$ cat src/sv/ipd_pkg.sv
// shared types and constants for the pulse-distance decoder
package ipd_pkg;

  localparam int unsigned TICK_W      = 8;
  localparam int unsigned CODE_W      = 32;
  localparam int unsigned INDEX_W     = 6;
  localparam int unsigned CFG_ADDR_W  = 3;
  localparam int unsigned QUEUE_DEPTH = 2;
  localparam int unsigned QPTR_W      = $clog2(QUEUE_DEPTH);
  localparam int unsigned QCNT_W      = $clog2(QUEUE_DEPTH + 1);

  // register indexes on the configuration port
  localparam logic [CFG_ADDR_W-1:0] REG_LEADER_MIN    = 3'd0;
  localparam logic [CFG_ADDR_W-1:0] REG_LEADER_MAX    = 3'd1;
  localparam logic [CFG_ADDR_W-1:0] REG_REPEAT_MIN    = 3'd2;
  localparam logic [CFG_ADDR_W-1:0] REG_REPEAT_MAX    = 3'd3;
  localparam logic [CFG_ADDR_W-1:0] REG_BIT_TIMEOUT   = 3'd4;
  localparam logic [CFG_ADDR_W-1:0] REG_ONE_THRESHOLD = 3'd5;

  // reset values of the registers
  localparam logic [TICK_W-1:0] RST_LEADER_MIN    = 8'd194;
  localparam logic [TICK_W-1:0] RST_LEADER_MAX    = 8'd228;
  localparam logic [TICK_W-1:0] RST_REPEAT_MIN    = 8'd159;
  localparam logic [TICK_W-1:0] RST_REPEAT_MAX    = 8'd193;
  localparam logic [TICK_W-1:0] RST_BIT_TIMEOUT   = 8'd44;
  localparam logic [TICK_W-1:0] RST_ONE_THRESHOLD = 8'd26;

  // bit index: bit 5 set means idle
  localparam logic [INDEX_W-1:0] IDLE_INDEX = 6'd32;
  localparam logic [INDEX_W-1:0] LAST_INDEX = 6'd31;

  typedef struct packed {
    logic [TICK_W-1:0] leader_min;
    logic [TICK_W-1:0] leader_max;
    logic [TICK_W-1:0] repeat_min;
    logic [TICK_W-1:0] repeat_max;
    logic [TICK_W-1:0] bit_timeout;
    logic [TICK_W-1:0] one_threshold;
  } cfg_t;

  // classified edge as handed from front to back
  typedef struct packed {
    logic ovf;
    logic leader_hit;
    logic repeat_hit;
    logic abort;
    logic one;
  } edge_class_t;

  typedef struct packed {
    logic empty;
    logic full;
  } q_stat_t;

endpackage

$ cat src/sv/ipd_front.sv
// front end: compares each edge interval against the configured windows, timeout and one threshold
module ipd_front (
  input  logic [ipd_pkg::TICK_W-1:0] interval,
  input  logic                       overflow,
  input  ipd_pkg::cfg_t              cfg,
  output ipd_pkg::edge_class_t       cls
);
  import ipd_pkg::*;

  always_comb begin
    cls.ovf        = overflow;
    cls.leader_hit = (interval >= cfg.leader_min) && (interval <= cfg.leader_max);
    cls.repeat_hit = (interval >= cfg.repeat_min) && (interval <= cfg.repeat_max);
    cls.abort      = overflow || (interval > cfg.bit_timeout);
    cls.one        = interval > cfg.one_threshold;
  end

endmodule

$ cat src/sv/ipd_queue.sv
// small fifo of classified edges between front and back
module ipd_queue (
  input  logic                 clk,
  input  logic                 rst,
  input  logic                 push,
  input  ipd_pkg::edge_class_t push_data,
  input  logic                 pop,
  output ipd_pkg::edge_class_t pop_data,
  output ipd_pkg::q_stat_t     stat
);
  import ipd_pkg::*;

  edge_class_t             entries [QUEUE_DEPTH];
  logic [QPTR_W-1:0]       wr_ptr;
  logic [QPTR_W-1:0]       rd_ptr;
  logic [QCNT_W-1:0]       count;

  assign stat.empty = (count == '0);
  assign stat.full  = (count == QCNT_W'(QUEUE_DEPTH));
  assign pop_data   = entries[rd_ptr];

  always_ff @(posedge clk) begin
    if (push) begin
      entries[wr_ptr] <= push_data;
    end
  end

  always_ff @(posedge clk) begin
    if (rst) begin
      wr_ptr <= '0;
      rd_ptr <= '0;
      count  <= '0;
    end else begin
      if (push) begin
        wr_ptr <= (wr_ptr == QPTR_W'(QUEUE_DEPTH - 1)) ? '0 : wr_ptr + 1'b1;
      end
      if (pop) begin
        rd_ptr <= (rd_ptr == QPTR_W'(QUEUE_DEPTH - 1)) ? '0 : rd_ptr + 1'b1;
      end
      if (push && !pop) begin
        count <= count + 1'b1;
      end else if (pop && !push) begin
        count <= count - 1'b1;
      end
    end
  end

endmodule

$ cat src/sv/ipd_back.sv
// back end: frame state, bit assembly and the result register
module ipd_back (
  input  logic                        clk,
  input  logic                        rst,
  input  ipd_pkg::edge_class_t        cls,
  input  ipd_pkg::q_stat_t            q_stat,
  output logic                        pop,
  output logic                        out_valid,
  input  logic                        out_stall,
  output logic [ipd_pkg::CODE_W-1:0]  code,
  output logic                        is_repeat
);
  import ipd_pkg::*;

  logic [INDEX_W-1:0] bit_index;
  logic [INDEX_W-1:0] bit_index_next;
  logic [CODE_W-1:0]  frame_bits;
  logic [CODE_W-1:0]  frame_bits_next;
  logic               emit;
  logic               emit_repeat;

  // take an edge whenever the result register is free or being drained
  assign pop = !q_stat.empty && (!out_valid || !out_stall);

  always_comb begin
    bit_index_next  = bit_index;
    frame_bits_next = frame_bits;
    emit            = 1'b0;
    emit_repeat     = 1'b0;
    if (pop) begin
      if (bit_index[INDEX_W-1]) begin
        // idle: look for leader or repeat
        bit_index_next = IDLE_INDEX;
        if (!cls.ovf) begin
          if (cls.leader_hit) begin
            frame_bits_next = '0;
            bit_index_next  = '0;
          end else if (cls.repeat_hit) begin
            emit        = 1'b1;
            emit_repeat = 1'b1;
          end
        end
      end else if (cls.abort) begin
        bit_index_next = IDLE_INDEX;
      end else begin
        if (cls.one) begin
          frame_bits_next[bit_index[INDEX_W-2:0]] = 1'b1;
        end
        if (bit_index == LAST_INDEX) begin
          bit_index_next = IDLE_INDEX;
          emit           = 1'b1;
        end else begin
          bit_index_next = bit_index + 1'b1;
        end
      end
    end
  end

  always_ff @(posedge clk) begin
    if (rst) begin
      bit_index  <= IDLE_INDEX;
      frame_bits <= '0;
      out_valid  <= 1'b0;
    end else begin
      bit_index  <= bit_index_next;
      frame_bits <= frame_bits_next;
      if (emit) begin
        out_valid <= 1'b1;
      end else if (!out_stall) begin
        out_valid <= 1'b0;
      end
    end
  end

  always_ff @(posedge clk) begin
    if (emit) begin
      code      <= frame_bits_next;
      is_repeat <= emit_repeat;
    end
  end

endmodule

$ cat src/sv/ir_pulse_distance_decoder.sv
// top level of the pulse-distance ir frame decoder
// a completing edge goes through the edge queue; the result is registered when it is popped
// throughput: one edge per cycle, limited only by the two-entry edge queue and result register
// reset: synchronous, active high; decoder idle, data word zero, queue empty
// reset restores the register defaults 194/228/159/193/44/26
module ir_pulse_distance_decoder (
  input  logic                          clk,
  input  logic                          rst,
  // edge channel
  input  logic                          in_valid,
  output logic                          in_stall,
  input  logic [ipd_pkg::TICK_W-1:0]    interval,
  input  logic                          overflow,
  // result channel
  output logic                          out_valid,
  input  logic                          out_stall,
  output logic [ipd_pkg::CODE_W-1:0]    code,
  output logic                          is_repeat,
  // configuration write channel
  input  logic                          cfg_valid,
  output logic                          cfg_ready,
  input  logic [ipd_pkg::CFG_ADDR_W-1:0] cfg_index,
  input  logic [ipd_pkg::TICK_W-1:0]    cfg_data
);
  import ipd_pkg::*;

  cfg_t        cfg;
  edge_class_t front_cls;
  edge_class_t back_cls;
  q_stat_t     q_stat;
  logic        push;
  logic        pop;

  // register writes are always taken; cfg_ready is tied high
  assign cfg_ready = 1'b1;

  // config register file; unknown indexes are dropped
  always_ff @(posedge clk) begin
    if (rst) begin
      cfg.leader_min    <= RST_LEADER_MIN;
      cfg.leader_max    <= RST_LEADER_MAX;
      cfg.repeat_min    <= RST_REPEAT_MIN;
      cfg.repeat_max    <= RST_REPEAT_MAX;
      cfg.bit_timeout   <= RST_BIT_TIMEOUT;
      cfg.one_threshold <= RST_ONE_THRESHOLD;
    end else if (cfg_valid && cfg_ready) begin
      case (cfg_index)
        REG_LEADER_MIN:    cfg.leader_min    <= cfg_data;
        REG_LEADER_MAX:    cfg.leader_max    <= cfg_data;
        REG_REPEAT_MIN:    cfg.repeat_min    <= cfg_data;
        REG_REPEAT_MAX:    cfg.repeat_max    <= cfg_data;
        REG_BIT_TIMEOUT:   cfg.bit_timeout   <= cfg_data;
        REG_ONE_THRESHOLD: cfg.one_threshold <= cfg_data;
        default: ;
      endcase
    end
  end

  // edges are held off only when the queue is full
  assign in_stall = q_stat.full;
  assign push     = in_valid && !in_stall;

  // front: window and threshold compares on the incoming edge
  ipd_front u_front (
    .interval (interval),
    .overflow (overflow),
    .cfg      (cfg),
    .cls      (front_cls)
  );

  // queue decouples edge acceptance from result back-pressure
  ipd_queue u_queue (
    .clk       (clk),
    .rst       (rst),
    .push      (push),
    .push_data (front_cls),
    .pop       (pop),
    .pop_data  (back_cls),
    .stat      (q_stat)
  );

  // back: frame tracking and result register
  ipd_back u_back (
    .clk       (clk),
    .rst       (rst),
    .cls       (back_cls),
    .q_stat    (q_stat),
    .pop       (pop),
    .out_valid (out_valid),
    .out_stall (out_stall),
    .code      (code),
    .is_repeat (is_repeat)
  );

  // queue cannot report full and empty at once
  a_q_status: assert property (@(posedge clk) disable iff (rst)
    !(q_stat.full && q_stat.empty))
    else $error("queue full and empty together");

  // back never reads an empty queue
  a_pop_nonempty: assert property (@(posedge clk) disable iff (rst)
    pop |-> !q_stat.empty)
    else $error("pop from empty queue");

  // a transferred edge is in the queue on the next cycle
  a_push_lands: assert property (@(posedge clk) disable iff (rst)
    push |=> !q_stat.empty)
    else $error("transferred edge lost");

  // a held result blocks further pops
  a_stall_blocks: assert property (@(posedge clk) disable iff (rst)
    (out_valid && out_stall) |-> !pop)
    else $error("pop while result is stalled");

endmodule

$ cat config.mk
export PLATFORM = sky130hd
export DESIGN_NAME = ir_pulse_distance_decoder
export DESIGN_NICKNAME = d
export VERILOG_FILES = /design/src/sv/ipd_pkg.sv /design/src/sv/ipd_front.sv /design/src/sv/ipd_queue.sv /design/src/sv/ipd_back.sv /design/src/sv/ir_pulse_distance_decoder.sv
export SDC_FILE = /design/constraint.sdc
export NUM_CORES = 1
export LEC_CHECK = 0
export BUFFER_PORTS_ARGS = -buffer_cell sky130_fd_sc_hd__buf_2
export CAP_MARGIN = 0
export CORE_MARGIN = 2
export CORE_UTILIZATION = 66
export CTS_BUF_LIST = sky130_fd_sc_hd__clkbuf_4 sky130_fd_sc_hd__clkbuf_8
export DETAILED_ROUTE_END_ITERATION = 10
export GPL_TIMING_DRIVEN = 0
export MAX_ROUTING_LAYER = met4
export PLACE_DENSITY_LB_ADDON = 0.08
export SYNTH_ARGS = -nofsm -noshare
export SYNTH_HDL_FRONTEND = slang
export SYNTH_SLANG_ARGS = --single-unit
$ cat constraint.sdc
create_clock -name clk -period 4.7 [get_ports clk]
set_input_delay 0.47 -clock clk [delete_from_list [all_inputs] [get_ports clk]]
set_output_delay 0.47 -clock clk [all_outputs]
set_load 0.05 [all_outputs]
==> results of run 1 <==
area by class of cell:
type,count,area share [%]
Sequential cell,135,44.2
Timing Repair Buffer,60,4.55
Clock buffer,17,3.30
Multi-Input combinational cell,409,38.1
Clock inverter,15,2.52
Buffer,32,1.99
Tap cell,111,1.96
Inverter,63,3.34
sequential cells by signal, indices dropped and copies added (netlist names), named ones only:
register           cells
u_back.code           32
u_queue.wr_ptr         1
u_back.frame_bits     32
u_back.bit_index       6
cfg                   48
u_queue.count          2
u_back.out_valid       1
u_queue.rd_ptr         1
u_queue.entries       10
u_back.is_repeat       1
kinds of logic after synthesis:
logic type / share of synthesized area (%)
simple gates: 15.8
compound gates: 15.4
flops: 50.4
buf+inv: 6.08
fa+ha+maj: 10.7
mux: 1.03
xor+xnor: 0.564
other cells: 0.0604
power groups by stage:
stage	Combinational, µW	Sequential [µW]	Clock (µW)
after floorplan	323	1450	0
after global placement	557	1350	0
after detailed placement	576	1360	0
after CTS	583	1330	971
after global routing	644	1340	1010
final	596	1330	966
Yosys cell counts (9+ instances only):
master,instances
dfxtp_1,92
clkbuf_1,24
nor2b_1,9
a32oi_1,11
and2_1,13
o21ai_0,17
inv_1,62
o211ai_1,21
edfxtp_1,43
a21oi_1,49
a32o_1,15
nand2_1,89
nor2_1,42
nand3_1,10
ha_1,53
nor3_1,13
routing by layer:
layer / vias up / track usage, %
met5: - / -
met4: 0 / 11.3
met3: 32 / 4.44
met2: 194 / 47.8
met1: 2402 / 42.3
li1: 2417 / -
path summary, 6_finish.rpt:
path	slack, ps	startpoint	endpoint
worst max-delay path	2080	register	u_back.code[25]
worst min-delay path	250	overflow	u_queue.entries[1][4]
worst max register to register	2080	register	u_back.code[25]
worst min register to register	460	cfg[44]	cfg[44]
per-stage QoR:
step | utilization [%] | hold slack (ps) | worst slack (ps)
floorplan | - | 436 | 2110
global placement | 72.3 | 442 | 1610
detailed placement | 72.3 | 452 | 1520
CTS | 76.8 | 239 | 1580
global route | 77.1 | 241 | 1940
finish | 77.1 | 254 | 2080
==> summary.txt, run 1 <==
Cells and area
  – Antenna cells: 0
  – Layout cells sized above 1: roughly 15%
  – Post-route insts no fill: roughly 840
  – Fillers: between 600 and 700
  – Register area: between 0.003 and 0.004 mm²
  – Area grow syn2layout: 14.1%
  – Multi-input gate area: about 0.0027 mm²
  – Nets: 796
  – Commonest non-fill, non-tap cell in the layout: dfxtp_1
  – Final Instance Area: around 0.007 mm²
  – Most frequent cells in the layout: dfxtp_1, nand2_1, buf_2

Routing
  – Routed via count: a little over 5000
  – Routed met2 length: between 6000 and 7000 µm
  – Drt first-iter violations: around 360
  – Number of remaining DRC errors: 0
  – Max layer used: met4
  – Via/cell ratio: approximately 6
  – WL met3: ~1000 µm
  – DRT met1 WL: roughly 6500 µm
  – DRT Pass-1 Iters: 5
  – DRT Wirelength: approximately 15000 µm
  – WL per Instance: 17.4 µm
  – Antenna Nets Post-Route: 0

Timing
  – Setup TNS: 0 ps
  – Max Clock Skew: around 16 ps
  – Unrepaired setup endpoints after global routing: false
  – Setup violators final: 0
  – Final hold violation count: 0
  – Final Cycle Share: roughly 56%
  – FMAX: between 0.3 and 0.4 GHz
  – Final Slew Violations: 0
  – Max_slew headroom: 40.9%
  – Worst-Margin Slew: between 800 and 900 ps
  – Period minus WS final: 2620 ps

GRT
  – Number of global-route vias before repair: ~4700
  – Initial antenna violation count: 0
  – Global-route wire length before repair: 23200 µm
  – Overflow left after global routing: 0
  – Gr usage total: around 31%
  – Largest net degree at the start of global routing: 34

CTS
  – CTS tree: yes
  – Post-CTS Setup Inserts: 0
  – Clock root buffer: clkbuf_8
  – CTS Buf Count: 17
  – Hold buffer count at CTS: 0
  – Worst skew pair latency: between 400 and 500 ps
  – Clock Sinks: roughly 140
  – Clock Path Buffers: 2
  – Clk pin slew, worst setup/hold paths: approximately 90 ps
  – Cts repair resizes: 0
  – H-tree levels: 4

Worst setup path
  – Reg2Reg Depth: 7
  – Worst setup SP type: register
  – Crit path buf inv count: 4
  – Worst path slowest cell: mux2_2
  – Crit-path max cell delay: 430 ps
  – Worst Path Required: roughly 4900 ps
  – Critical path peak fanout: 25
  – CP Class: register to register
  – CP top delay family: buffers and inverters
  – CP endpoint kind: register
  – Arrival time worst endpoint: 2780 ps
  – Crit-path cells: clkbuf_2 -> mux2_2 -> nor3_4 -> buf_6 -> buf_4 -> a21o_1 -> buf_16
  – Levels on crit path: 7

Power and ir drop
  – Pwr/cell area: a little over 400 mW/mm²
  – Total Power: between 2000 and 3000 µW
  – Clock network power share: roughly 33%
  – Leak Pwr: approximately 0.003 µW
  – Worst VDD drop: between 0.0002 and 0.00025 V
  – Seq pwr share: about 46%
  – Sw Pwr: just over 1000 µW
  – Switching share of power: a little over a third
  – Combinational power share: 20.6%
  – Pint: about 1900 µW

Floorplan
  – I/O pin total: 61
  – Initial core utilization: about 68%
  – Die Ht: just over 100 µm
  – Die width: about 100 µm
  – FP Rows: 35
  – Total Die Area: ~0.010 mm²
  – Core box area: 0.00920 mm²

Yosys
  – Top cell type's share of synthesized area: between 20% and 30%
  – Most area-hungry cell type in the Yosys netlist: dfxtp_1
  – Async SR Flop Fraction: 0%
  – Synthesis Warnings: 0
  – Main synth FF type: dfxtp_1
  – Number of synthesized flops with an enable pin: between 40 and 50
  – Synth top area cells: dfxtp_1, edfxtp_1, ha_1
  – Synthesized netlist cell count: ~640
  – Flops & latches, synth: 135
  – Post-Syn Nets: 717
  – Cell area after synthesis: 0.00621 mm²
  – Syn avg cell area: ~10 µm²
  – Sequential share of the synthesized area: 50.4%
  – Synth cell types: 54

Place
  – Port bufs: between 50 and 60
  – Dpl cells: ~810
  – Cell Area, Placed: about 0.0066 mm²
  – Placer congestion estimate: between 0.8 and 0.9
  – HPWL after DPL: between 10000 and 15000 µm

Outcome
  – Outcome: finished clean

Min path
  – Min-delay worst type: input port to register
  – Worst Hold Depth: 1

Flow run
  – Max-Cap Viols: 0
No activity file was read; power rests on OpenSTA's default activity.
==> inputs of run 2 (changes only) <==
CORE_UTILIZATION = 55   (was 66)
clock period = 2.3 ns   (was 4.7 ns; I/O delays follow)
==> run 2 against run 1 <==
Design area grew 1.7%. First-iteration DRC count shrank 29%. Non-clock buffer count up 3. Hold slack worse by 160 ps. Power is 110% higher. Sequential share of layout area decreased by 0.73 points. Global-route usage fell by 4.6 points. Wire length down 0.37%. Flip-flop and latch count unchanged. Die area increased by 19%. Clock power up 120%.
==> summary.txt, run 2 (synthesis results as in run 1) <==
Outcome
  – Outcome: finished clean (unchanged)

GRT
  – Overflow left after global routing: 0 (unchanged)
  – Largest net degree at the start of global routing: 18 (was 34)
  – Initial antenna violation count: 0 (unchanged)
  – Global-route wire length before repair: 23400 µm (was 23200 µm)
  – Number of global-route vias before repair: 4755 (was 4674)
  – Gr usage total: 26.5% (was 31.1%)

Worst setup path
  – Worst setup SP type: register (unchanged)
  – CP Class: register to register (unchanged)
  – Critical path peak fanout: 10 (was 25)
  – Arrival time worst endpoint: 2400 ps (was 2780 ps)
  – Worst Path Required: 2490 ps (was 4860 ps)
  – CP endpoint kind: register (unchanged)

Routing
  – WL met3: 877 µm (was 1050 µm)
  – Number of remaining DRC errors: 0 (unchanged)
  – Max layer used: met4 (unchanged)
  – Drt first-iter violations: 257 (was 362)
  – DRT Wirelength: 14600 µm (was 14700 µm)
  – WL per Instance: 16.7 µm (was 17.4 µm)
  – Antenna Nets Post-Route: 0 (unchanged)
  – DRT met1 WL: 6040 µm (was 6450 µm)
  – Via/cell ratio: 5.63 (was 5.99)
  – Routed met2 length: 7420 µm (was 6890 µm)
  – Routed via count: 4923 (was 5045)
  – DRT Pass-1 Iters: 8 (was 5)

Timing
  – Final Cycle Share: 96.1% (was 55.8%)
  – Setup TNS: 0 ps (unchanged)
  – Final hold violation count: 0 (unchanged)
  – FMAX: 0.453 GHz (was 0.381 GHz)
  – Max Clock Skew: 10.6 ps (was 15.9 ps)
  – Setup violators final: 0 (unchanged)
  – Max_slew headroom: 44.0% (was 40.9%)
  – Period minus WS final: 2210 ps (was 2620 ps)
  – Unrepaired setup endpoints after global routing: true (was false)
  – Final Worst Setup Slack: 90.6 ps (was 2080 ps)
  – Worst-Margin Slew: 829 ps (was 874 ps)
  – Final Slew Violations: 0 (unchanged)

Cells and area
  – Final Instance Area: 0.00721 mm² (was 0.00709 mm²)
  – Fillers: 934 (was 648)
  – Most frequent cells in the layout: dfxtp_1, nand2_1, inv_1, buf_2, ha_1 (was dfxtp_1, nand2_1, buf_2)
  – Nets: 800 (was 796)
  – Multi-input gate area: 0.00276 mm² (was 0.00270 mm²)
  – Largest regs: cfg: 48 flops, u_back.code: 32 flops, u_back.frame_bits: 32 flops (unchanged)
  – Post-route insts no fill: 875 (was 842)
  – Area grow syn2layout: 16.0% (was 14.1%)
  – Max reg flops: 48 (unchanged)
  – Fin util: 65.9% (was 77.1%)
  – Layout cells sized above 1: 15.6% (was 15.2%)
  – Register area: 0.00313 mm² (unchanged)
  – Commonest non-fill, non-tap cell in the layout: dfxtp_1 (unchanged)
  – Reg with most FFs: cfg (unchanged)
  – Antenna cells: 0 (unchanged)

Floorplan
  – FP Rows: 38 (was 35)
  – Core box area: 0.0109 mm² (was 0.00920 mm²)
  – I/O pin total: 61 (unchanged)
  – Total Die Area: 0.0122 mm² (was 0.0102 mm²)
  – Initial core utilization: 56.8% (was 67.6%)
  – Die width: 110 µm (was 101 µm)
  – Die Ht: 110 µm (was 101 µm)

Place
  – Port bufs: 59 (unchanged)
  – HPWL after DPL: 10100 µm (about the same)
  – Dpl ws: -129 ps (was 1520 ps)
  – Placer congestion estimate: 0.934 (was 0.897)
  – Dpl cells: 838 (was 809)
  – Cell Area, Placed: 0.00669 mm² (was 0.00665 mm²)

CTS
  – Clk pin slew, worst setup/hold paths: 80 ps (was 90 ps)
  – Clock root buffer: clkbuf_8 (unchanged)
  – CTS Buf Count: 17 (unchanged)
  – H-tree levels: 4 (unchanged)
  – Clock Path Buffers: 2 (unchanged)
  – Clock Sinks: 135 (unchanged)
  – Worst skew pair latency: 440 ps (was 450 ps)
  – CTS tree: yes (unchanged)

Min path
  – Min-delay worst type: input port to register (unchanged)

Power and ir drop
  – Leak Pwr: 0.00301 µW (was 0.00298 µW)
  – Pwr/cell area: 842 mW/mm² (was 408 mW/mm²)
  – Worst VDD drop: 0.000459 V (was 0.000240 V)

Flow run
  – Max-Cap Viols: 0 (unchanged)
## run 2: cell types whose count changed in the layout (fill, tap and decap cells not counted), moves of 3 or more
cell	delta
clkinv_8	-5
bufinv_16	+4
inv_8	-4
a32oi_1	-3
a32oi_2	+3
buf_4	+3
clkinv_1	+3
inv_6	-3
## run 2: path summary, 6_finish.rpt
check,depth (start not counted),end,start,slack [ps]
worst min register to register,2,cfg[20],cfg[20],460
worst max register to register,7,u_back.code[27],register,90
worst min-delay path,3,cfg[32],cfg_data[0],100
worst max-delay path,7,u_back.code[27],register,90
## run 2: per-stage QoR
| step | hold slack (ps) | power (µW) |
|---|---|---|
| floorplan | 329 | 3630 |
| global placement | 442 | 3900 |
| detailed placement | 449 | 3940 |
| CTS | 73.9 | 6080 |
| global route | 98.3 | 6340 |
| finish | 98.5 | 6070 |
## run 2: what timing repair did
item	4_1_cts	5_1_grt
buffers inserted	1	2
pin swaps	1	0
endpoints found under the setup margin	33	9
resized for setup	2	6
hold buffers	1	0
gates cloned	1	0
hold endpoints to repair	2	0
## run 2: worst max-delay path: stages (launching register included)
cell,delay (ps)
dfxtp_1,310
clkbuf_2,170
mux2_2,400
nand4b_1,340
buf_6,240
buf_2,190
a32oi_1,260
inv_1,60
## run 2: report_power, final
part	switching (µW)	total, µW	leakage [µW]	internal, µW
combinational	850	1230	0.00166	379
clock	926	2130	0.000210	1200
sequential	77.5	2710	0.00114	2640
total	1850	6070	0.00301	4220
## run 2: layout make-up
| type | count | area share [%] |
|---|---|---|
| well taps | 140 | 2.43 |
| clock inverters | 13 | 2.47 |
| inverters | 63 | 3.28 |
| flip-flops and latches | 135 | 43.5 |
| multi-input cells | 410 | 38.3 |
| plain buffers | 32 | 2.05 |
| clock buffers | 19 | 3.45 |
| repair buffers | 63 | 4.55 |
## run 2: per-layer routing
| layer | vias to the layer above | GRT usage [%] |
|---|---|---|
| li1 | 2427 | - |
| met1 | 2310 | 30.3 |
| met2 | 162 | 44.7 |
| met3 | 24 | 5.94 |
| met4 | 0 | 11.6 |
| met5 | - | - |
==> inputs of run 3 (changes only) <==
ABC_AREA = 1   (was unset)
GPL_ROUTABILITY_DRIVEN = 0   (was unset)
TNS_END_PERCENT = 10   (was unset)
==> run 3 against run 2 <==
Combinational power grew 24%. First-iteration DRC count up 20%. Clock-buffer cell count down 1. Synthesized cell count increased by 17%. Maximum frequency is 14% higher. Sequential power hardly changed. Critical path type unchanged. Largest cell class unchanged.
==> summary.txt, run 3 <==
Floorplan
  – Die Ht: 112 µm (was 110 µm)
  – Core box area: 0.0114 mm² (was 0.0109 mm²)
  – FP Rows: 39 (was 38)
  – I/O pin total: 61 (unchanged)
  – Initial core utilization: 55.9% (was 56.8%)
  – Die width: 112 µm (was 110 µm)
  – Total Die Area: 0.0124 mm² (was 0.0122 mm²)

GRT
  – Largest net degree at the start of global routing: 34 (was 18)
  – Initial antenna violation count: 0 (unchanged)
  – Overflow left after global routing: 0 (unchanged)
  – Gr usage total: 24.2% (was 26.5%)
  – Global-route wire length before repair: 23200 µm (was 23400 µm)
  – Number of global-route vias before repair: 5082 (was 4755)

Cells and area
  – Reg with most FFs: cfg (unchanged)
  – Nets: 902 (was 800)
  – Max reg flops: 48 (unchanged)
  – Commonest non-fill, non-tap cell in the layout: nand2_1 (was dfxtp_1)
  – Fin util: 63.9% (was 65.9%)
  – Most frequent cells in the layout: nand2_1, inv_1, dfxtp_1 (was dfxtp_1, nand2_1, inv_1, buf_2, ha_1)
  – Layout cells sized above 1: 13.6% (was 15.6%)
  – Fillers: 987 (was 934)
  – Final Instance Area: 0.00727 mm² (was 0.00721 mm²)
  – Antenna cells: 0 (unchanged)
  – Largest regs: cfg: 48 flops, u_back.code: 32 flops, u_back.frame_bits: 32 flops (unchanged)
  – Area grow syn2layout: 14.3% (was 16.0%)
  – Post-route insts no fill: 980 (was 875)

CTS
  – CTS tree: yes (unchanged)
  – Post-CTS Setup Inserts: 0 (was 1)
  – H-tree levels: 4 (unchanged)
  – Clk pin slew, worst setup/hold paths: 80 ps (about the same)
  – Clock root buffer: clkbuf_8 (unchanged)
  – Clock Path Buffers: 2 (unchanged)
  – CTS Buf Count: 17 (unchanged)
  – Worst skew pair latency: 450 ps (was 440 ps)
  – Clock Sinks: 135 (unchanged)

Yosys
  – Main synth FF type: dfxtp_1 (unchanged)
  – Most area-hungry cell type in the Yosys netlist: dfxtp_1 (unchanged)
  – Largest family of logic cells by synthesized area: simple AND/OR/NAND/NOR gates (unchanged)
  – Adder-Cell Fraction of Synth Area: 10.4% (was 10.7%)
  – Synth cell types: 34 (was 54)
  – Synth Area in Simple Gates: 19.3% (was 15.8%)
  – Compound-Gate Fraction of Synth Area: 12.8% (was 15.4%)
  – Synthesized netlist cell count: 746 (was 639)
  – Cell area after synthesis: 0.00636 mm² (was 0.00621 mm²)
  – Top cell type's share of synthesized area: 29.0% (was 29.6%)
  – Cell with the most instances after synthesis: nand2_1 (was dfxtp_1)
  – Post-synthesis mux area share: 0% (was 1.03%)
  – Async SR Flop Fraction: 0% (unchanged)
  – Synthesis Warnings: 0 (unchanged)
  – Post-Syn Nets: 824 (was 717)
  – Commonest cells in the netlist: nand2_1, inv_1, dfxtp_1 (was dfxtp_1, nand2_1, inv_1)
  – Number of synthesized flops with an enable pin: 43 (unchanged)
  – Syn avg cell area: 8.52 µm² (was 9.72 µm²)
  – Sequential share of the synthesized area: 49.3% (was 50.4%)
  – Synth top area cells: dfxtp_1, edfxtp_1, ha_1 (unchanged)
  – XOR/XNOR Fraction of Synth Area: 0.138% (was 0.564%)
  – Flops & latches, synth: 135 (unchanged)

Routing
  – DRT Pass-1 Iters: 5 (was 8)
  – WL per Instance: 13.9 µm (was 16.7 µm)
  – Routed via count: 5068 (was 4923)
  – DRT Wirelength: 13600 µm (was 14600 µm)
  – Antenna Nets Post-Route: 0 (unchanged)
  – Via/cell ratio: 5.17 (was 5.63)
  – Number of remaining DRC errors: 0 (unchanged)
  – Drt first-iter violations: 308 (was 257)

Worst setup path
  – Reg2Reg Launch Point: u_back.bit_index[1]
  – CP Class: register to register (unchanged)
  – CP Launch Point: u_back.bit_index[1]
  – Worst setup SP type: register (unchanged)
  – CP endpoint kind: register (unchanged)
  – Worst Path Required: 2400 ps (was 2490 ps)
  – Critical path peak fanout: 33 (was 10)
  – Arrival time worst endpoint: 2030 ps (was 2400 ps)

Timing
  – Final hold violation count: 0 (unchanged)
  – FMAX: 0.518 GHz (was 0.453 GHz)
  – Max Clock Skew: 8.94 ps (was 10.6 ps)
  – Period minus WS final: 1930 ps (was 2210 ps)
  – Max_slew headroom: 60.8% (was 44.0%)
  – Setup TNS: 0 ps (unchanged)
  – Worst-Margin Slew: 588 ps (was 829 ps)
  – Unrepaired setup endpoints after global routing: false (was true)
  – Setup violators final: 0 (unchanged)
  – Final Cycle Share: 84.0% (was 96.1%)
  – Final Slew Violations: 0 (unchanged)
  – Hold slack: 92.4 ps (was 98.5 ps)

Flow run
  – Max-Cap Viols: 0 (unchanged)

Power and ir drop
  – Pwr/cell area: 869 mW/mm² (was 842 mW/mm²)
  – Worst VDD drop: 0.000524 V (was 0.000459 V)
  – Leak Pwr: 0.00342 µW (was 0.00301 µW)

Min path
  – Hold Crit Start: cfg_data[0] (unchanged)
  – Min-delay worst type: input port to register (unchanged)

Place
  – Dpl cells: 947 (was 838)
  – HPWL after DPL: 10300 µm (was 10100 µm)
  – Port bufs: 58 (was 59)
  – Cell Area, Placed: 0.00683 mm² (was 0.00669 mm²)

Outcome
  – Outcome: finished clean (unchanged)
run 3: cell types whose count changed after synthesis, sizes merged, moves of 6 or more:
cell	change
nand3	+14
a32o	-15
nand4	+8
a31oi	-6
a32oi	-11
inv	+41
clkbuf	-15
nor3	-9
nand2	+86
and2	-13
nor2b	-9
nor2	+20
o21ai	+27
a21oi	+28
run 3: critical path, stage by stage (launching register included):
cell	delay (ps)
dfxtp_1	380
ha_1	260
nand2_1	120
nor2_1	270
nand2_1	170
nand2_4	370
run 3: cell families after synthesis:
family                   after synthesis
AND/OR/NAND/NOR                      283
AO/OA/AOI/OAI                        149
flip-flops                           135
buffers and inverters                124
adder cells (fa/ha/maj)               53
XOR/XNOR                               1
other                                  1
run 3: layout make-up:
class | count | area (µm²) | area share (%)
inverter | 107 | 409 | 5.63
sequential | 135 | 3130 | 43.1
multi-input combinational | 487 | 2720 | 37.4
clock buffer | 18 | 241 | 3.32
buffer | 17 | 100 | 1.38
timing repair buffer | 59 | 300 | 4.13
clock inverter | 14 | 183 | 2.51
tap | 143 | 179 | 2.46
run 3: what timing repair did:
action                                  in CTS  in global routing
endpoints found under the hold margin        2                  0
endpoints found under the setup margin      33                 33
gates resized for setup                      1                  1
hold buffers                                 1                  0
run 3: worst paths after layout:
check	depth (start not counted)	slack, ps	to
setup / recovery	5	370	u_back.code[17]
hold / removal	3	90	cfg[16]
setup reg to reg	5	370	u_back.code[17]
hold reg to reg	1	450	register
run 3: per-layer routing:
layer  share of wire (%)  wire [µm]  global-route usage [%]
met3                 4.0        546                    5.17
met1                  42       5710                    25.6
met5                   0          0                       -
met4                 2.3        308                    9.71
met2                  52       7070                    43.8
run 3: power by group:
group          switching [µW]  internal [µW]  total, µW  leakage, µW
logic                    1110            411       1520      0.00207
registers                61.6           2640       2700      0.00115
clock network             914           1180       2090     0.000205
total                    2080           4230       6310      0.00342
run 3: through the flow:
stage / power, µW / setup slack (ps)
floorplan: 3900 / 9.00
global placement: 4230 / -198
detailed placement: 4270 / -291
CTS: 6360 / 140
global route: 6620 / 208
finish: 6310 / 369
